$ cat src/hdl/pfm_pkg.sv
// shared types, codes and constants of the pulse flow monitor
package pfm_pkg;

   localparam int COUNT_WIDTH_DEFAULT = 32;
   localparam int QUEUE_DEPTH         = 2;
   localparam int QUEUE_PTR_WIDTH     = $clog2(QUEUE_DEPTH);
   localparam int QUEUE_CNT_WIDTH     = $clog2(QUEUE_DEPTH + 1);
   localparam int TIME_WIDTH          = 32;
   localparam int GAP_WIDTH           = 20;
   localparam int WINDOW_WIDTH        = 16;
   localparam int CSR_INDEX_WIDTH     = 2;
   localparam int CSR_DATA_WIDTH      = 32;

   localparam logic [GAP_WIDTH-1:0]    FLOW_GAP_RESET    = GAP_WIDTH'(1000);
   localparam logic [GAP_WIDTH-1:0]    SCREW_GAP_RESET   = GAP_WIDTH'(5000);
   localparam logic [WINDOW_WIDTH-1:0] RATE_WINDOW_RESET = WINDOW_WIDTH'(1000);

   localparam logic [CSR_INDEX_WIDTH-1:0] CSR_FLOW_GAP    = 2'd0;
   localparam logic [CSR_INDEX_WIDTH-1:0] CSR_SCREW_GAP   = 2'd1;
   localparam logic [CSR_INDEX_WIDTH-1:0] CSR_RATE_WINDOW = 2'd2;

   localparam logic [2:0] OP_FLOW_EDGE  = 3'd0;
   localparam logic [2:0] OP_SCREW_EDGE = 3'd1;
   localparam logic [2:0] OP_RATE_POLL  = 3'd2;
   localparam logic [2:0] OP_LEAK_POLL  = 3'd3;
   localparam logic [2:0] OP_LEAK_REARM = 3'd4;
   localparam logic [2:0] OP_START      = 3'd5;

   typedef enum logic [2:0] {
      CMD_FLOW,
      CMD_SCREW,
      CMD_RATE,
      CMD_LEAK_POLL,
      CMD_REARM,
      CMD_START,
      CMD_NONE
   } cmd_type;

   typedef enum logic [1:0] {
      BACK_IDLE,
      BACK_MUL,
      BACK_DIV
   } back_state_type;

   typedef struct packed {
      logic [2:0]            opcode;
      logic [TIME_WIDTH-1:0] time_us;
      logic [TIME_WIDTH-1:0] time_ms;
      logic                  pump_running;
      logic [TIME_WIDTH-1:0] rearm_time_ms;
   } req_payload_type;

   typedef struct packed {
      logic        edge_accepted;
      logic [31:0] flow_total;
      logic [31:0] screw_total;
      logic [31:0] flow_rate;
      logic [31:0] leak_total;
      logic        leak_flag;
      logic        leak_ready;
   } rsp_payload_type;

   typedef struct packed {
      cmd_type               cmd;
      logic [TIME_WIDTH-1:0] time_us;
      logic [TIME_WIDTH-1:0] time_ms;
      logic                  pump_running;
      logic [TIME_WIDTH-1:0] rearm_time_ms;
   } queue_entry_type;

endpackage

$ cat src/hdl/pfm_front.sv
// front end: accepts requests, decodes the opcode and queues commands
module pfm_front (
   input  logic                       clock,
   input  logic                       reset,
   input  logic                       req_valid,
   output logic                       req_ready,
   input  pfm_pkg::req_payload_type   req_data,
   output pfm_pkg::queue_entry_type   head,
   input  logic                       head_pop,
   output logic                       head_valid
);

   pfm_pkg::queue_entry_type                 entry_ff [pfm_pkg::QUEUE_DEPTH];
   pfm_pkg::queue_entry_type                 entry_in;
   logic [pfm_pkg::QUEUE_PTR_WIDTH-1:0]      wr_ptr_ff, wr_ptr_in;
   logic [pfm_pkg::QUEUE_PTR_WIDTH-1:0]      rd_ptr_ff, rd_ptr_in;
   logic [pfm_pkg::QUEUE_CNT_WIDTH-1:0]      count_ff, count_in;
   logic                                     push;
   logic                                     pop;
   pfm_pkg::cmd_type                         cmd;

   always_comb begin
      unique case (req_data.opcode)
         pfm_pkg::OP_FLOW_EDGE:  cmd = pfm_pkg::CMD_FLOW;
         pfm_pkg::OP_SCREW_EDGE: cmd = pfm_pkg::CMD_SCREW;
         pfm_pkg::OP_RATE_POLL:  cmd = pfm_pkg::CMD_RATE;
         pfm_pkg::OP_LEAK_POLL:  cmd = pfm_pkg::CMD_LEAK_POLL;
         pfm_pkg::OP_LEAK_REARM: cmd = pfm_pkg::CMD_REARM;
         pfm_pkg::OP_START:      cmd = pfm_pkg::CMD_START;
         default:                cmd = pfm_pkg::CMD_NONE;
      endcase
   end

   assign req_ready  = (count_ff != pfm_pkg::QUEUE_CNT_WIDTH'(pfm_pkg::QUEUE_DEPTH));
   assign head_valid = (count_ff != '0);
   assign head       = entry_ff[rd_ptr_ff];
   assign push       = req_valid && req_ready;
   assign pop        = head_pop && head_valid;

   always_comb begin
      entry_in.cmd           = cmd;
      entry_in.time_us       = req_data.time_us;
      entry_in.time_ms       = req_data.time_ms;
      entry_in.pump_running  = req_data.pump_running;
      entry_in.rearm_time_ms = req_data.rearm_time_ms;
      wr_ptr_in = push ? wr_ptr_ff + 1'b1 : wr_ptr_ff;
      rd_ptr_in = pop ? rd_ptr_ff + 1'b1 : rd_ptr_ff;
      count_in  = count_ff;
      if (push && !pop) begin
         count_in = count_ff + 1'b1;
      end else if (pop && !push) begin
         count_in = count_ff - 1'b1;
      end
   end

   always_ff @(posedge clock) begin
      if (reset) begin
         wr_ptr_ff <= '0;
         rd_ptr_ff <= '0;
         count_ff  <= '0;
      end else begin
         wr_ptr_ff <= wr_ptr_in;
         rd_ptr_ff <= rd_ptr_in;
         count_ff  <= count_in;
      end
   end

   always_ff @(posedge clock) begin
      if (push) begin
         entry_ff[wr_ptr_ff] <= entry_in;
      end
   end

endmodule

$ cat src/hdl/pfm_divider.sv
// iterative restoring divider, one quotient bit per cycle
module pfm_divider #(
   parameter int COUNT_WIDTH = pfm_pkg::COUNT_WIDTH_DEFAULT
) (
   input  logic                              clock,
   input  logic                              reset,
   input  logic                              start,
   input  logic [COUNT_WIDTH-1:0]            dividend,
   input  logic [pfm_pkg::TIME_WIDTH-1:0]    divisor,
   output logic                              done,
   output logic [COUNT_WIDTH-1:0]            quotient
);

   localparam int STEP_WIDTH = $clog2(COUNT_WIDTH + 1);

   logic [STEP_WIDTH-1:0]             steps_ff, steps_in;
   logic                              done_ff, done_in;
   logic [COUNT_WIDTH-1:0]            quo_ff, quo_in;
   logic [pfm_pkg::TIME_WIDTH-1:0]    rem_ff, rem_in;
   logic [pfm_pkg::TIME_WIDTH-1:0]    div_ff, div_in;
   logic [pfm_pkg::TIME_WIDTH:0]      rem_shift;
   logic [pfm_pkg::TIME_WIDTH:0]      rem_sub;
   logic                              fits;

   assign done     = done_ff;
   assign quotient = quo_ff;

   always_comb begin
      rem_shift = {rem_ff, quo_ff[COUNT_WIDTH-1]};
      fits      = rem_shift >= {1'b0, div_ff};
      rem_sub   = rem_shift - {1'b0, div_ff};
      steps_in  = steps_ff;
      done_in   = done_ff;
      quo_in    = quo_ff;
      rem_in    = rem_ff;
      div_in    = div_ff;
      if (start) begin
         steps_in = STEP_WIDTH'(COUNT_WIDTH);
         done_in  = 1'b0;
         quo_in   = dividend;
         rem_in   = '0;
         div_in   = divisor;
      end else if (steps_ff != '0) begin
         steps_in = steps_ff - 1'b1;
         quo_in   = {quo_ff[COUNT_WIDTH-2:0], fits};
         rem_in   = fits ? rem_sub[pfm_pkg::TIME_WIDTH-1:0]
                         : rem_shift[pfm_pkg::TIME_WIDTH-1:0];
         if (steps_ff == STEP_WIDTH'(1)) begin
            done_in = 1'b1;
         end
      end
   end

   always_ff @(posedge clock) begin
      if (reset) begin
         steps_ff <= '0;
         done_ff  <= 1'b0;
      end else begin
         steps_ff <= steps_in;
         done_ff  <= done_in;
      end
   end

   always_ff @(posedge clock) begin
      quo_ff <= quo_in;
      rem_ff <= rem_in;
      div_ff <= div_in;
   end

endmodule

$ cat src/hdl/pfm_back.sv
// back end: counters, rate window, leak watch, csr registers and response register
module pfm_back #(
   parameter int COUNT_WIDTH = pfm_pkg::COUNT_WIDTH_DEFAULT
) (
   input  logic                                   clock,
   input  logic                                   reset,
   input  logic                                   csr_valid,
   input  logic [pfm_pkg::CSR_INDEX_WIDTH-1:0]    csr_index,
   input  logic [pfm_pkg::CSR_DATA_WIDTH-1:0]     csr_data,
   input  pfm_pkg::queue_entry_type               head,
   input  logic                                   head_valid,
   output logic                                   head_pop,
   output logic                                   rsp_valid,
   input  logic                                   rsp_ready,
   output pfm_pkg::rsp_payload_type               rsp_data
);

   localparam int TW = pfm_pkg::TIME_WIDTH;

   function automatic logic [31:0] trim(input logic [COUNT_WIDTH-1:0] v);
      logic [63:0] wide;
      wide = 64'(v);
      return wide[31:0];
   endfunction

   pfm_pkg::back_state_type              state_ff, state_in;

   logic [pfm_pkg::GAP_WIDTH-1:0]        flow_gap_ff, screw_gap_ff;
   logic [pfm_pkg::WINDOW_WIDTH-1:0]     rate_window_ff;

   logic [COUNT_WIDTH-1:0] flow_count_ff, flow_count_in;
   logic [COUNT_WIDTH-1:0] screw_count_ff, screw_count_in;
   logic [TW-1:0]          flow_last_ff, flow_last_in;
   logic [TW-1:0]          screw_last_ff, screw_last_in;
   logic                   flow_fresh_ff, flow_fresh_in;
   logic                   screw_fresh_ff, screw_fresh_in;
   logic [TW-1:0]          window_start_ff, window_start_in;
   logic [COUNT_WIDTH-1:0] window_base_ff, window_base_in;
   logic [COUNT_WIDTH-1:0] held_rate_ff, held_rate_in;
   logic [TW-1:0]          rearm_time_ff, rearm_time_in;
   logic [COUNT_WIDTH-1:0] leak_base_ff, leak_base_in;
   logic [COUNT_WIDTH-1:0] leak_count_ff, leak_count_in;
   logic                   leak_armed_ff, leak_armed_in;
   logic [COUNT_WIDTH-1:0] num_ff, num_in;

   logic                   rsp_valid_ff, rsp_valid_in;
   pfm_pkg::rsp_payload_type rsp_data_ff, rsp_data_in;

   logic [TW-1:0]                    elapsed;
   logic [pfm_pkg::WINDOW_WIDTH-1:0] window;
   logic                             rate_due;
   logic [COUNT_WIDTH-1:0]           pulses;
   logic [TW-1:0]                    flow_delta;
   logic [TW-1:0]                    screw_delta;
   logic [TW-1:0]                    rearm_delta;
   logic                             out_free;
   logic                             load;
   logic                             accepted;
   logic                             div_start;
   logic                             div_done;
   logic [COUNT_WIDTH-1:0]           div_quotient;

   pfm_divider #(
      .COUNT_WIDTH (COUNT_WIDTH)
   ) u_divider (
      .clock    (clock),
      .reset    (reset),
      .start    (div_start),
      .dividend (num_ff),
      .divisor  (elapsed),
      .done     (div_done),
      .quotient (div_quotient)
   );

   always_ff @(posedge clock) begin
      if (reset) begin
         flow_gap_ff    <= pfm_pkg::FLOW_GAP_RESET;
         screw_gap_ff   <= pfm_pkg::SCREW_GAP_RESET;
         rate_window_ff <= pfm_pkg::RATE_WINDOW_RESET;
      end else if (csr_valid) begin
         unique case (csr_index)
            pfm_pkg::CSR_FLOW_GAP:    flow_gap_ff    <= csr_data[pfm_pkg::GAP_WIDTH-1:0];
            pfm_pkg::CSR_SCREW_GAP:   screw_gap_ff   <= csr_data[pfm_pkg::GAP_WIDTH-1:0];
            pfm_pkg::CSR_RATE_WINDOW: rate_window_ff <= csr_data[pfm_pkg::WINDOW_WIDTH-1:0];
            default: ;
         endcase
      end
   end

   assign out_free    = !rsp_valid_ff || rsp_ready;
   assign elapsed     = head.time_ms - window_start_ff;
   assign window      = (rate_window_ff == '0) ? pfm_pkg::WINDOW_WIDTH'(1) : rate_window_ff;
   assign rate_due    = elapsed >= TW'(window);
   assign pulses      = flow_count_ff - window_base_ff;
   assign flow_delta  = head.time_us - flow_last_ff;
   assign screw_delta = head.time_us - screw_last_ff;
   assign rearm_delta = head.time_ms - rearm_time_ff;

   always_comb begin
      state_in        = state_ff;
      flow_count_in   = flow_count_ff;
      screw_count_in  = screw_count_ff;
      flow_last_in    = flow_last_ff;
      screw_last_in   = screw_last_ff;
      flow_fresh_in   = flow_fresh_ff;
      screw_fresh_in  = screw_fresh_ff;
      window_start_in = window_start_ff;
      window_base_in  = window_base_ff;
      held_rate_in    = held_rate_ff;
      rearm_time_in   = rearm_time_ff;
      leak_base_in    = leak_base_ff;
      leak_count_in   = leak_count_ff;
      leak_armed_in   = leak_armed_ff;
      num_in          = num_ff;
      accepted        = 1'b0;
      load            = 1'b0;
      div_start       = 1'b0;
      head_pop        = 1'b0;

      unique case (state_ff)
         pfm_pkg::BACK_IDLE: begin
            if (head_valid) begin
               if (head.cmd == pfm_pkg::CMD_RATE && rate_due) begin
                  // x1000 as 1024 - 16 - 8
                  num_in   = (pulses << 10) - (pulses << 4) - (pulses << 3);
                  state_in = pfm_pkg::BACK_MUL;
               end else if (out_free) begin
                  load     = 1'b1;
                  head_pop = 1'b1;
                  unique case (head.cmd)
                     pfm_pkg::CMD_FLOW: begin
                        if (flow_fresh_ff || flow_delta >= TW'(flow_gap_ff)) begin
                           accepted      = 1'b1;
                           flow_fresh_in = 1'b0;
                           flow_last_in  = head.time_us;
                           flow_count_in = flow_count_ff + COUNT_WIDTH'(1);
                        end
                     end
                     pfm_pkg::CMD_SCREW: begin
                        if (screw_fresh_ff || screw_delta >= TW'(screw_gap_ff)) begin
                           accepted       = 1'b1;
                           screw_fresh_in = 1'b0;
                           screw_last_in  = head.time_us;
                           screw_count_in = screw_count_ff + COUNT_WIDTH'(1);
                        end
                     end
                     pfm_pkg::CMD_LEAK_POLL: begin
                        if (head.pump_running) begin
                           leak_armed_in = 1'b0;
                           leak_base_in  = flow_count_ff;
                        end else if (!leak_armed_ff) begin
                           if (!rearm_delta[TW-1]) begin
                              leak_armed_in = 1'b1;
                           end
                           leak_base_in = flow_count_ff;
                        end else if (flow_count_ff > leak_base_ff) begin
                           leak_count_in = leak_count_ff + (flow_count_ff - leak_base_ff);
                           leak_base_in  = flow_count_ff;
                        end
                     end
                     pfm_pkg::CMD_REARM: begin
                        rearm_time_in = head.rearm_time_ms;
                        leak_armed_in = 1'b0;
                        leak_base_in  = flow_count_ff;
                     end
                     pfm_pkg::CMD_START: begin
                        flow_count_in   = '0;
                        screw_count_in  = '0;
                        flow_last_in    = '0;
                        screw_last_in   = '0;
                        flow_fresh_in   = 1'b1;
                        screw_fresh_in  = 1'b1;
                        window_start_in = head.time_ms;
                        window_base_in  = '0;
                        held_rate_in    = '0;
                        rearm_time_in   = head.time_ms;
                        leak_base_in    = '0;
                        leak_count_in   = '0;
                        leak_armed_in   = 1'b0;
                     end
                     default: ;
                  endcase
               end
            end
         end
         pfm_pkg::BACK_MUL: begin
            div_start = 1'b1;
            state_in  = pfm_pkg::BACK_DIV;
         end
         pfm_pkg::BACK_DIV: begin
            if (div_done && out_free) begin
               held_rate_in    = div_quotient;
               window_base_in  = flow_count_ff;
               window_start_in = head.time_ms;
               load            = 1'b1;
               head_pop        = 1'b1;
               state_in        = pfm_pkg::BACK_IDLE;
            end
         end
         default: state_in = pfm_pkg::BACK_IDLE;
      endcase

      rsp_data_in.edge_accepted = accepted;
      rsp_data_in.flow_total    = trim(flow_count_in);
      rsp_data_in.screw_total   = trim(screw_count_in);
      rsp_data_in.flow_rate     = trim(held_rate_in);
      rsp_data_in.leak_total    = trim(leak_count_in);
      rsp_data_in.leak_flag     = (leak_count_in != '0);
      rsp_data_in.leak_ready    = leak_armed_in;

      if (load) begin
         rsp_valid_in = 1'b1;
      end else if (rsp_ready) begin
         rsp_valid_in = 1'b0;
      end else begin
         rsp_valid_in = rsp_valid_ff;
      end
   end

   always_ff @(posedge clock) begin
      if (reset) begin
         state_ff        <= pfm_pkg::BACK_IDLE;
         flow_count_ff   <= '0;
         screw_count_ff  <= '0;
         flow_last_ff    <= '0;
         screw_last_ff   <= '0;
         flow_fresh_ff   <= 1'b1;
         screw_fresh_ff  <= 1'b1;
         window_start_ff <= '0;
         window_base_ff  <= '0;
         held_rate_ff    <= '0;
         rearm_time_ff   <= '0;
         leak_base_ff    <= '0;
         leak_count_ff   <= '0;
         leak_armed_ff   <= 1'b0;
         rsp_valid_ff    <= 1'b0;
      end else begin
         state_ff        <= state_in;
         flow_count_ff   <= flow_count_in;
         screw_count_ff  <= screw_count_in;
         flow_last_ff    <= flow_last_in;
         screw_last_ff   <= screw_last_in;
         flow_fresh_ff   <= flow_fresh_in;
         screw_fresh_ff  <= screw_fresh_in;
         window_start_ff <= window_start_in;
         window_base_ff  <= window_base_in;
         held_rate_ff    <= held_rate_in;
         rearm_time_ff   <= rearm_time_in;
         leak_base_ff    <= leak_base_in;
         leak_count_ff   <= leak_count_in;
         leak_armed_ff   <= leak_armed_in;
         rsp_valid_ff    <= rsp_valid_in;
      end
   end

   always_ff @(posedge clock) begin
      num_ff <= num_in;
      if (load) begin
         rsp_data_ff <= rsp_data_in;
      end
   end

   assign rsp_valid = rsp_valid_ff;
   assign rsp_data  = rsp_data_ff;

endmodule

$ cat src/hdl/pulse_flow_monitor.sv
// top level of the pulse flow monitor: request queue, execution back end, csr port
// most commands: the request enters the queue, then the back end loads the response register
// a rate poll with an elapsed window goes through BACK_MUL and BACK_DIV, where the divider makes
// one quotient bit per cycle; other commands retire one per cycle unless the response stalls
// a 2-entry queue lets requests be accepted while the back end divides or the response stalls
// synchronous reset clears counters and the queue and loads csr defaults; no clearing pass
module pulse_flow_monitor #(
   parameter int COUNT_WIDTH = pfm_pkg::COUNT_WIDTH_DEFAULT
) (
   input  logic                                   clock,
   input  logic                                   reset,
   input  logic                                   req_valid,
   output logic                                   req_ready,
   input  pfm_pkg::req_payload_type               req_data,
   output logic                                   rsp_valid,
   input  logic                                   rsp_ready,
   output pfm_pkg::rsp_payload_type               rsp_data,
   input  logic                                   csr_valid,
   output logic                                   csr_ready,
   input  logic [pfm_pkg::CSR_INDEX_WIDTH-1:0]    csr_index,
   input  logic [pfm_pkg::CSR_DATA_WIDTH-1:0]     csr_data
);

   pfm_pkg::queue_entry_type head;
   logic                     head_pop;
   logic                     head_valid;

   assign csr_ready = 1'b1;

   pfm_front u_front (
      .clock      (clock),
      .reset      (reset),
      .req_valid  (req_valid),
      .req_ready  (req_ready),
      .req_data   (req_data),
      .head       (head),
      .head_pop   (head_pop),
      .head_valid (head_valid)
   );

   pfm_back #(
      .COUNT_WIDTH (COUNT_WIDTH)
   ) u_back (
      .clock      (clock),
      .reset      (reset),
      .csr_valid  (csr_valid && csr_ready),
      .csr_index  (csr_index),
      .csr_data   (csr_data),
      .head       (head),
      .head_valid (head_valid),
      .head_pop   (head_pop),
      .rsp_valid  (rsp_valid),
      .rsp_ready  (rsp_ready),
      .rsp_data   (rsp_data)
   );

endmodule

$ cat config.mk
export PLATFORM = sky130hd
export DESIGN_NAME = pulse_flow_monitor
export DESIGN_NICKNAME = d
export VERILOG_FILES = /design/src/hdl/pfm_pkg.sv /design/src/hdl/pfm_front.sv /design/src/hdl/pfm_divider.sv /design/src/hdl/pfm_back.sv /design/src/hdl/pulse_flow_monitor.sv
export SDC_FILE = /design/constraint.sdc
export NUM_CORES = 2
export LEC_CHECK = 0
export BUFFER_PORTS_ARGS = -buffer_cell sky130_fd_sc_hd__buf_4
export CELL_PAD_IN_SITES_DETAIL_PLACEMENT = 0
export CELL_PAD_IN_SITES_GLOBAL_PLACEMENT = 1
export CORE_MARGIN = 10
export CORE_UTILIZATION = 40
export CTS_CLUSTER_DIAMETER = 200
export CTS_CLUSTER_SIZE = 10
export DETAILED_ROUTE_END_ITERATION = 10
export PLACE_DENSITY_LB_ADDON = 0.1
export REMOVE_ABC_BUFFERS = 1
export SLEW_MARGIN = 10
export SYNTH_ARGS = -nofsm -noshare
export SYNTH_HDL_FRONTEND = slang
export SYNTH_SLANG_ARGS = --single-unit
$ cat constraint.sdc
create_clock -name clock -period 22.5 [get_ports clock]
set_input_delay 4.5 -clock clock [delete_from_list [all_inputs] [get_ports clock]]
set_output_delay 4.5 -clock clock [all_outputs]
set_load 0.005 [all_outputs]
==> flow_metrics.tcl <==
set metrics [dict create \
    power_density_nw_per_um2 116.5 \
    place_inst 6782 \
    worst_pin_slew_ps 1065 \
    num_rows 127 \
    hold_depth 2 \
    num_io_pins 273 \
    timing.fmax_mhz 111.9 \
    holdCritStartpoint "u_back.screw_fresh_ff" \
    avgRoutedWirePerCell_microns 18.54 \
    yosys_warnings 0 \
    seq_area_frac_synth_pct 43.81 \
    final_nets 5806 \
    hp-class "reg -> reg" \
    peakVddDrop_uv 81.83 \
    start_util_pct 40.34 \
    coreArea_sq_um 120000 \
    globalRouteOverflowTotal 0 \
    avgSynthCellArea_sq_um 9.531 \
    ys.flop_type "edfxtp_1" \
    syn-instance-count 5078 \
    post_route_cells_drive_above_1_share_pct 9.416 \
    reg2regPathDepth 26 \
    max_cap_viol_count 0 \
    antenna_found_initial 4 \
    synthToLayoutAreaGrowth_pct 13.07 \
    critical_path.max_fanout 51 \
    cts-root-buf "clkbuf_16" \
    place_hpwl_microns 94590 \
    first_iter_violations 2142 \
    final_hold_viol_count 0 \
    finalSetupViolCount 0 \
    grt_use_total_pct 18.57 \
    synth_fa_ha_area_share_pct 11.25 \
    cts_setup_buffers 0 \
    cts_buffers 94 \
    slew_headroom_pct 28.71 \
    hold_slack_ps 451.4 \
    grt_max_degree 145 \
    fin_crit_ps 8935 \
    skew_ps 22.23 \
    worstSetupPathType "reg -> reg" \
    drc 0 \
    synth_compound_area_share_pct 16.24 \
    yosys.area_share.simple_pct 14.81 \
    synthArstFlopShare_pct 0 \
    synth_area_sq_um 48400 \
    postRouteAntennaNets 0 \
    via_per_inst 5.283 \
    r2r_slack_ps 13570 \
    place.gp.congestion 0.8678 \
    clock_latency_ps 670 \
    grt_pass1_wl_microns 204800 \
    drt-total-wl_microns 129000 \
    clk_pin_slew_ps 60 \
    critPathArrivalTime_ps 9460 \
    required_ps 23020 \
    grt_pass1_vias 36020 \
    clk_path_buf_depth 3 \
    finalSetupTns_ps 0 \
    ys_types 97 \
    synthXorXnorAreaFrac_pct 3.521 \
    regToRegEndpoint "u_back.screw_last_ff[1]" \
    synth_edf_count 424 \
    fin_area_sq_um 54720 \
    die_w_microns 367.8 \
    end_kind "flop" \
    fin_cells 6956 \
    cts_hold_buf 0 \
    cts_tree "built" \
    finalCritPeriodShare_pct 39.71 \
    place.port_buffers 259 \
    worstSetupStartpointType "flop" \
    cts.sinks 847 \
    slew_violations 0 \
    hold-path-endpoint "u_back.screw_fresh_ff" \
    status "completed" \
    vias 36750 \
    p_total_mw 6.375 \
    die_y_microns 367.8 \
    ys_ff_latch 847 \
    synth_top_family_by_area "compound AO/OA/AOI/OAI gates" \
    synth_mux_area_share_pct 4.612 \
    die_area_sq_um 135300 \
    cts_max_level 3 \
    rsz0062_at_grt "false" \
    cts_resized 0 \
    filler_cell_count 11680 \
    leakage_nw 22.01 \
    first_pass_iters 7 \
    postPlaceCellArea_sq_um 51980 \
]
## cell usage after synthesis, types with 70 or more instances
master    count  area share [%]
nand4_1      70            0.90
ha_1        344             8.9
a21o_1      101             1.6
a21oi_1     370             3.8
nand2_1     456             3.5
inv_1       527             4.1
a211oi_1    124             1.9
o21ai_0     175             1.8
nand3_1     128             1.3
xnor2_1     129             2.3
nor2_1      365             2.8
clkbuf_1    182             1.4
mux2i_1     178             3.7
dfxtp_1     423              17
and2_1      112             1.4
edfxtp_1    424              26
## area by class of cell
class	count	area [sq um]	share of cell area, %
multi-input combinational	3495	24500	44.77
sequential	847	21200	38.75
clock buffer	168	2694	4.923
timing repair buffer	300	2272	4.152
tap	1612	2017	3.686
inverter	528	1983	3.624
clock inverter	4	46.29	0.08460
antenna	2	5.005	0.009146
## registers in the layout, indices dropped and copies added, names as in the netlist, 32 cells and up, named ones only
register,cells
u_back.flow_count_ff,32
u_back.flow_last_ff,32
u_back.held_rate_ff,32
u_back.leak_base_ff,32
u_back.leak_count_ff,32
u_back.rearm_time_ff,32
u_back.rsp_data,131
u_back.screw_count_ff,32
u_back.screw_last_ff,32
u_back.u_divider.div_ff,32
u_back.u_divider.quotient,32
u_back.u_divider.rem_ff,32
u_back.window_start_ff,32
u_front.entry_ff,200
## power by group
| part | total (mW) | switching, mW | internal, mW |
|---|---|---|---|
| registers | 2.14 | 0.125 | 2.01 |
| clock network | 1.42 | 0.622 | 0.803 |
| logic | 2.81 | 1.70 | 1.11 |
## through the flow
step	utilization, %	setup slack [ps]
after floorplan	-	11910
after global placement	43.32	13600
after detailed placement	43.32	13550
after CTS	45.61	13520
after global routing	45.61	12990
final	45.61	13570
## worst max-delay path by stage
stage | depth (start not counted) | startpoint | slack (ps) | endpoint
floorplan | 24 | flop | 11910 | u_back.screw_last_ff[0]
CTS | 26 | flop | 13520 | u_back.screw_last_ff[1]
finish | 26 | flop | 13570 | u_back.screw_last_ff[1]
global placement | 26 | flop | 13600 | u_back.screw_last_ff[3]
detailed placement | 26 | flop | 13550 | u_back.screw_last_ff[4]
global route | 26 | flop | 12990 | u_back.screw_last_ff[2]
## layout by cell type (no fill, tap or decap), drive strengths merged, types with 24 or more instances in the layout
cell / count
inv: 528
nand2: 456
edfxtp: 424
dfxtp: 423
a21oi: 371
nor2: 366
ha: 344
buf: 300
o21ai: 179
mux2i: 178
clkbuf: 168
xnor2: 129
nand3: 129
a211oi: 124
and2: 112
a21o: 101
nand4: 70
nor2b: 68
xor2: 63
nor3: 59
fa: 57
nand2b: 55
a31oi: 52
o211ai: 46
o21a: 42
and3: 42
mux2: 38
a22oi: 36
a22o: 33
or3: 31
o21bai: 24
o31ai: 24
## routing by layer
layer  vias up  track usage (%)  part of all wire (%)
li1      18450                -                     -
met2       674            30.81                    47
met3       142            2.723                   4.5
met5         -                0                     0
met4         0            4.710                   1.9
met1     17480            25.25                    47
## cells by family after synthesis
logic type / after synthesis
and+or+nand+nor: 1485
AOI/OAI and AO/OA: 1198
DFF: 847
buffers and inverters: 736
adders and majority gates: 401
muxes: 217
xor gates and xnor gates: 193
other: 1
## critical path, stage by stage (launching register included)
cell       delay, ps
dfxtp_4          330
buf_4            520
buf_4            660
buf_4            510
mux2_2           490
fa_1             450
a21o_1           190
a221oi_1         510
o211ai_1         340
a31o_2           350
a21o_1           180
a21oi_1          290
o31ai_1          120
xor2_1           210
ha_1             280
nor2b_1          130
o21ai_0          220
o2111ai_1        150
a211oi_1         370
nand3_1          130
mux2i_1          120
and4_1           270
nand4_1          580
o211ai_1         510
buf_4            470
mux2i_1          240
nor2_1            50
Power figures use the tool's default switching activity.
